$ cat src/design/gbt_pkg.sv
// gbt_pkg: shared types and constants for the GEMM bias/transpose unit.
// No dependencies.
`default_nettype none
package gbt_pkg;

  localparam int OUT_W    = 40;   // Q16.24 result width
  localparam int RES_CAP  = 16;   // max results per compute item

  typedef enum logic [1:0] {
    REQ_LOAD_A    = 2'd0,
    REQ_LOAD_B    = 2'd1,
    REQ_LOAD_BIAS = 2'd2,
    REQ_COMPUTE   = 2'd3
  } req_t;

  localparam logic [2:0] CFG_TRANS_A   = 3'd0;
  localparam logic [2:0] CFG_TRANS_B   = 3'd1;
  localparam logic [2:0] CFG_OUT_ROWS  = 3'd2;
  localparam logic [2:0] CFG_OUT_COLS  = 3'd3;
  localparam logic [2:0] CFG_INNER_LEN = 3'd4;

  typedef enum logic [3:0] {
    ST_IDLE  = 4'b0001,
    ST_COMP  = 4'b0010,
    ST_WAIT  = 4'b0100,
    ST_DRAIN = 4'b1000
  } state_t;

  // control handed to the accumulator ring
  typedef struct packed {
    logic             shift;
    logic             load;
    logic [OUT_W-1:0] addend;
  } ring_ctl_t;

endpackage
`default_nettype wire

$ cat src/design/gbt_cell.sv
// gbt_cell: one accumulator cell of the ring.
// Depends on gbt_pkg.
`default_nettype none
module gbt_cell import gbt_pkg::*; (
  input  wire logic             clk,
  input  wire logic             shift,
  input  wire logic             load,
  input  wire logic [OUT_W-1:0] addend,
  input  wire logic [OUT_W-1:0] nbr,
  output logic      [OUT_W-1:0] acc
);

  always_ff @(posedge clk) begin
    if (shift) begin
      acc <= load ? addend : nbr + addend;
    end
  end

endmodule
`default_nettype wire

$ cat src/design/gbt_ring.sv
// gbt_ring: chain of accumulator cells; the tail folds the head back in.
// Depends on gbt_pkg and gbt_cell.
`default_nettype none
module gbt_ring import gbt_pkg::*; #(
  parameter int DEPTH = 16
) (
  input  wire logic             clk,
  input  wire ring_ctl_t        ctl,
  output logic      [OUT_W-1:0] head
);

  logic [OUT_W-1:0] acc [DEPTH];

  for (genvar i = 0; i < DEPTH; i++) begin : g_cell
    if (i == DEPTH - 1) begin : g_tail
      gbt_cell u_cell (
        .clk    (clk),
        .shift  (ctl.shift),
        .load   (ctl.load),
        .addend (ctl.addend),
        .nbr    (acc[0]),
        .acc    (acc[i])
      );
    end else begin : g_mid
      gbt_cell u_cell (
        .clk    (clk),
        .shift  (ctl.shift),
        .load   (1'b0),
        .addend ('0),
        .nbr    (acc[i+1]),
        .acc    (acc[i])
      );
    end
  end

  assign head = acc[0];

endmodule
`default_nettype wire

$ cat config.mk
export PLATFORM = sky130hd
export DESIGN_NAME = gbt_ring
export DESIGN_NICKNAME = d
export VERILOG_FILES = /design/src/design/gbt_pkg.sv /design/src/design/gbt_cell.sv /design/src/design/gbt_ring.sv
export SDC_FILE = /design/constraint.sdc
export NUM_CORES = 1
export LEC_CHECK = 0
export BUFFER_PORTS_ARGS = -buffer_cell sky130_fd_sc_hd__buf_4
export CORE_ASPECT_RATIO = 0.7
export CORE_MARGIN = 8
export CORE_UTILIZATION = 61
export DETAILED_ROUTE_END_ITERATION = 8
export PLACE_DENSITY = 0.82
export SYNTH_ARGS = -nofsm -noshare
export SYNTH_HDL_FRONTEND = slang
export SYNTH_SLANG_ARGS = --single-unit
$ cat constraint.sdc
create_clock -name clk -period 3.6 [get_ports clk]
set_clock_uncertainty 0.1 [all_clocks]
set_input_delay 0.18 -clock clk [delete_from_list [all_inputs] [get_ports clk]]
set_output_delay 0.18 -clock clk [all_outputs]
set_load 0.1 [all_outputs]
; ---- Yosys cells after proc, flatten, opt, wreduce, memory -nomap -nowiden
; Index checks and enable logic that the tools add are counted.
; Widths: inputs -> output; s select.
[op_classes]
n_addsub = 1
eq_ne = 0
n_bitwise = 0
order_cmp = 0
mux = 1
n_mul = 0
div_mod_pow = 0
n_reduce_logical = 0
shifts = 0
[ops]
columns = operator, count
row1 = $add 40x40->40, 1
row2 = $mux 40, 1
[totals]
mem_bits_ro = 0
ramBits = 0
latch_bits = 0
wordCells = 18
inputBits = 43
regBits = 640
out_inout_bits = 40
mem_count = 0

; ---- Logic depth before layout (Yosys ltp)
[logic_depth]
depth_word = 2
mapped_depth = 11

; ---- By module
; A second synthesis with hierarchy kept.
[unflattened]
cells_unflattened = 7492
area_unflattened_um2 = 63618.5
[by_module_without_submodules]
columns = mod, seq_area_each_um2, area_per_inst_um2, cells_per_inst, instances
row1 = gbt_cell (g_cell[1].g_mid.u_cell ...), 1201.2, 4015.1, 477, 9
row2 = gbt_cell (g_cell[11].g_mid.u_cell ...), 1201.2, 3844.9, 450, 5
row3 = gbt_cell (g_cell[0].g_mid.u_cell), 1201.2, 4160.2, 476, 1
row4 = gbt_cell (g_cell[10].g_mid.u_cell), 1201.2, 4093.9, 472, 1
row5 = gbt_ring, 0.0, 3.8, 1, 1

; ---- Least setup slack after synthesis
; OpenSTA, ideal clock, no wires.
[synth_path]
path_type = reg-to-reg
startpoint = register g_cell[0].g_mid.u_cell.acc[4]
endpoint = register g_cell[15].g_tail.u_cell.acc[33] (data pin)
required_ps = 3343
path_slack_ps = 755
path_stages_with_launch = 10
arrival_time_ps = 2588
cell_sequence = edfxtp_1 > ha_1 > o211ai_1 > o21a_1 > a2111o_1 > a211oi_4 > o21ai_2 > o31ai_4 > mux2_1 > nor3_1
[synth_between]
elab_chain_len = 2
[synth_rtl]
columns = element, line
row1 = "start, declared", gbt_cell.sv:10  ; output logic [OUT_W-1:0] acc
row2 = "start signal, assigned", gbt_cell.sv:15  ; acc <= load ? addend : nbr + addend;
row3 = $add 40x40->40, gbt_cell.sv:15
row4 = $mux 40, gbt_cell.sv:15
row5 = "end signal, assigned", gbt_cell.sv:15
row6 = "end, declared", gbt_cell.sv:10
; No other way between the ends.
; A chain may end at the register's enable or synchronous reset.

; ---- Worst setup path after layout
[layout_path]
startpoint = register g_cell[0].g_mid.u_cell.acc[7]
endpoint = register g_cell[15].g_tail.u_cell.acc[32] (data pin)
; The elaborated chain is that of the path after synthesis.

==> flow_summary_export.csv <==
group,metric,value,unit
outcome,status,"completed",
routing,routed_wl,34.3,mm
placement,dp_hpwl,20.8,mm
min_path,hp-class,"in -> reg",
placement,port_buffers,82,
cts,cts_buffers,53,
floorplan,coreArea,35800,um2
critical_path,worstPathArrival,3.42,ns
pwr,switching_share,21.2,%
timing,fmax,308,MHz
timing,hold_viol_final,0,
logic_synthesis,yosys.area_share.simple,2.61,%
critical_path,endpoint_kind,"flip-flop",
cts,cts_max_path_buffers,3,
run,max_cap_viol_count,0,
logic_synthesis,synth-seq-cells,640,
placement,dp_cells,1599,
global_route,antenna_found_initial,2,
logic_synthesis,synth_compound_area_share,4.79,%
logic_synthesis,ys.flop_type,"edfxtp_1",
layout,drive_above_1_share,13.8,%
cts,postCtsSetupBuffers,0,
pwr,seqPwrFrac,58.4,%
logic_synthesis,yosys_warnings,0,
global_route,grt_overflow_total,0,
logic_synthesis,synthXorXnorAreaFrac,1.31,%
placement,dp_slack,0.422,ns
timing,whs,0.0867,ns
placement,postPlaceCellArea,23100,um2
logic_synthesis,synth_area_leaders,"edfxtp_1 87%, ha_1 2.2%, buf_4 1.4%",
logic_synthesis,ys_async_sr_fraction,0,%
routing,vias_per_cell,5.52,
timing,min_period,3.25,ns
pwr,p_comb_share,6.2,%
floorplan,die_h,175,um
timing,finalCritPeriodShare,90.2,%
floorplan,die-area,42700,um2
pwr,p_leak,8.79,nW
floorplan,die_w,244,um
logic_synthesis,synthAdderAreaFrac,2.30,%
layout,design_area,25100,um2
pwr,clockPowerShare,35.4,%
timing,slew_headroom,46.4,%
pwr,cellInternalPower,12.0,mW
logic_synthesis,synth_top_family_by_area,"compound AO/OA/AOI/OAI gates",
logic_synthesis,synthMuxAreaShare,0.147,%
timing,rsz0062_at_grt,"no",
pwr,finalPower,15.2,mW
pwr,ir_drop,441,uV
routing,wl_per_cell,19.8,um
cts,cts-htree-levels,2,
logic_synthesis,synth_area,22100,um2
pwr,pwr_density_cell,605,nW/um2
timing,report.final.slew_viol_count,0,
critical_path,cp.required,3.77,ns
logic_synthesis,synth_common_cells,"640 x edfxtp_1, 69 x nand2_1, 45 x a21oi_1",
cts,clk_pin_slew,0.07,ns
cts,worstSkewPairLatency,0.57,ns
pwr,p_sw,3.22,mW
floorplan,num_io_pins,83,
logic_synthesis,syn_inst,1086,
routing,route.vias.total,9584,
logic_synthesis,yosysSeqAreaShare,86.9,%
logic_synthesis,synth_enable_flop_cells,640,
routing,drc,0,
logic_synthesis,syn_nets,1169,
global_route,grt_max_degree,109,
layout,nNetsFinal,1295,
layout,instances_no_fill,1735,
cts,root_buffer,"clkbuf_16",
placement,place.gp.congestion,0.990,
floorplan,initial_core_util,61.7,%
timing,setup_viol,0,
cts,cts_tree,"yes",
critical_path,path_max_fanout,8,
layout,fin_util,70.1,%
logic_synthesis,syn_area_per_cell,20.4,um2
critical_path,crit_type,"reg -> reg",
critical_path,startpoint_type,"flip-flop",
logic_synthesis,synth_area_leader_cell,"edfxtp_1",
logic_synthesis,synth.most_common_cell,"edfxtp_1",
routing,postRouteAntennaNets,0,
layout,syn_to_final_growth,13.6,%
routing,drt-initial-drc-count,706,
logic_synthesis,ys_types,55,
timing,tns,0,ns
global_route,grtUsageTotal,16.0,%
floorplan,row_count,58,
routing,dr.pass1.iters,5,
logic_synthesis,synth_top_area_share,86.9,%
cts,cts.sinks,640,
timing,worst_pin_slew,0.805,ns
global_route,grt_pass1_vias,9303,
timing,timing.final.ws_setup,0.354,ns
global_route,grt_first_pass_wirelength,52.7,mm
-- cell families (layout without fill, tap and decap cells) --
family,after synthesis,after routing
adders and majority gates,40,40
and+or+nand+nor,129,129
DFF,640,640
muxes,3,3
other,0,2
xor gates and xnor gates,33,33
AOI/OAI and AO/OA,165,165
buffers and inverters,76,243
-- layer usage --
layer / global-route usage (%) / routed length (um)
met5: 0 / 0
met2: 23.5 / 15200
met4: 5.28 / 968
met1: 23.8 / 16100
met3: 3.79 / 2150
-- flip-flops by register name (all words and copies together) (netlist names) --
| name | flops |
|---|---|
| g_cell.g_mid.u_cell.acc | 600 |
| g_cell.g_tail.u_cell.acc | 40 |
-- worst max-delay path, cell delays in order, from the launching register on --
cell       delay (ns)
edfxtp_1         0.44
ha_1             0.46
a211oi_1         0.12
o31ai_1          0.50
nand2_1          0.14
a2111oi_0        0.46
buf_4            0.19
a211oi_1         0.10
o21bai_1         0.23
xnor2_1          0.13
o21ai_0          0.09
-- power by group through the flow --
| stage | Sequential (mW) | Clock (mW) | Combinational [mW] |
|---|---|---|---|
| 6_report | 8.88 | 5.38 | 0.945 |
| 5_1_grt | 8.93 | 5.80 | 1.02 |
| 4_1_cts | 8.90 | 5.53 | 0.940 |
| 3_5_place_dp | 9.04 | 0 | 0.903 |
| 3_3_place_gp | 9.01 | 0 | 0.879 |
| 2_1_floorplan | 8.96 | 0 | 0.587 |
-- layout by cell type, fill, tap and decap left out, types with 4 or more instances in the layout --
| cell | count |
|---|---|
| inv_1 | 15 |
| o21ai_0 | 37 |
| xnor2_1 | 17 |
| o21ai_1 | 16 |
| clkinv_2 | 8 |
| a21oi_1 | 45 |
| dlygate4sd3_1 | 38 |
| nand2_1 | 69 |
| clkinv_1 | 16 |
| clkbuf_1 | 12 |
| o21bai_1 | 8 |
| nand3_1 | 8 |
| nor2_1 | 21 |
| nand4_1 | 10 |
| edfxtp_1 | 640 |
| nor3_1 | 6 |
| ha_1 | 39 |
| a31oi_1 | 4 |
| clkbuf_16 | 54 |
| buf_4 | 88 |
| a21o_1 | 14 |
| o21a_1 | 7 |
| xor2_1 | 16 |
| buf_12 | 5 |
| o211ai_1 | 6 |
-- layout make-up --
type | count | area [um2]
antenna | 2 | 5.00
clock inverter | 30 | 223
tap | 480 | 601
fill | 2178 | 10700
multi-input combinational | 370 | 2470
sequential | 640 | 19200
inverter | 15 | 56.3
clock buffer | 66 | 1400
timing repair buffer | 132 | 1160
-- repair_timing --
action	CTS	global route
gates resized for setup	0	0
hold buffers	38	0
hold endpoints to repair	38	0
-- path summary, 6_finish.rpt --
| check | slack (ns) | cells past startpoint | from | endpoint |
|---|---|---|---|---|
| hold / removal | 0.09 | 3 | ctl[4] | g_cell[15].g_tail.u_cell.acc[4] |
| setup reg to reg | 0.35 | 10 | g_cell[0].g_mid.u_cell.acc[7] | g_cell[15].g_tail.u_cell.acc[32] |
| hold reg to reg | 0.31 | 0 | g_cell[11].g_mid.u_cell.acc[31] | g_cell[10].g_mid.u_cell.acc[31] |
| setup / recovery | 0.35 | 10 | g_cell[0].g_mid.u_cell.acc[7] | g_cell[15].g_tail.u_cell.acc[32] |
(Power assumes the default switching activity.)
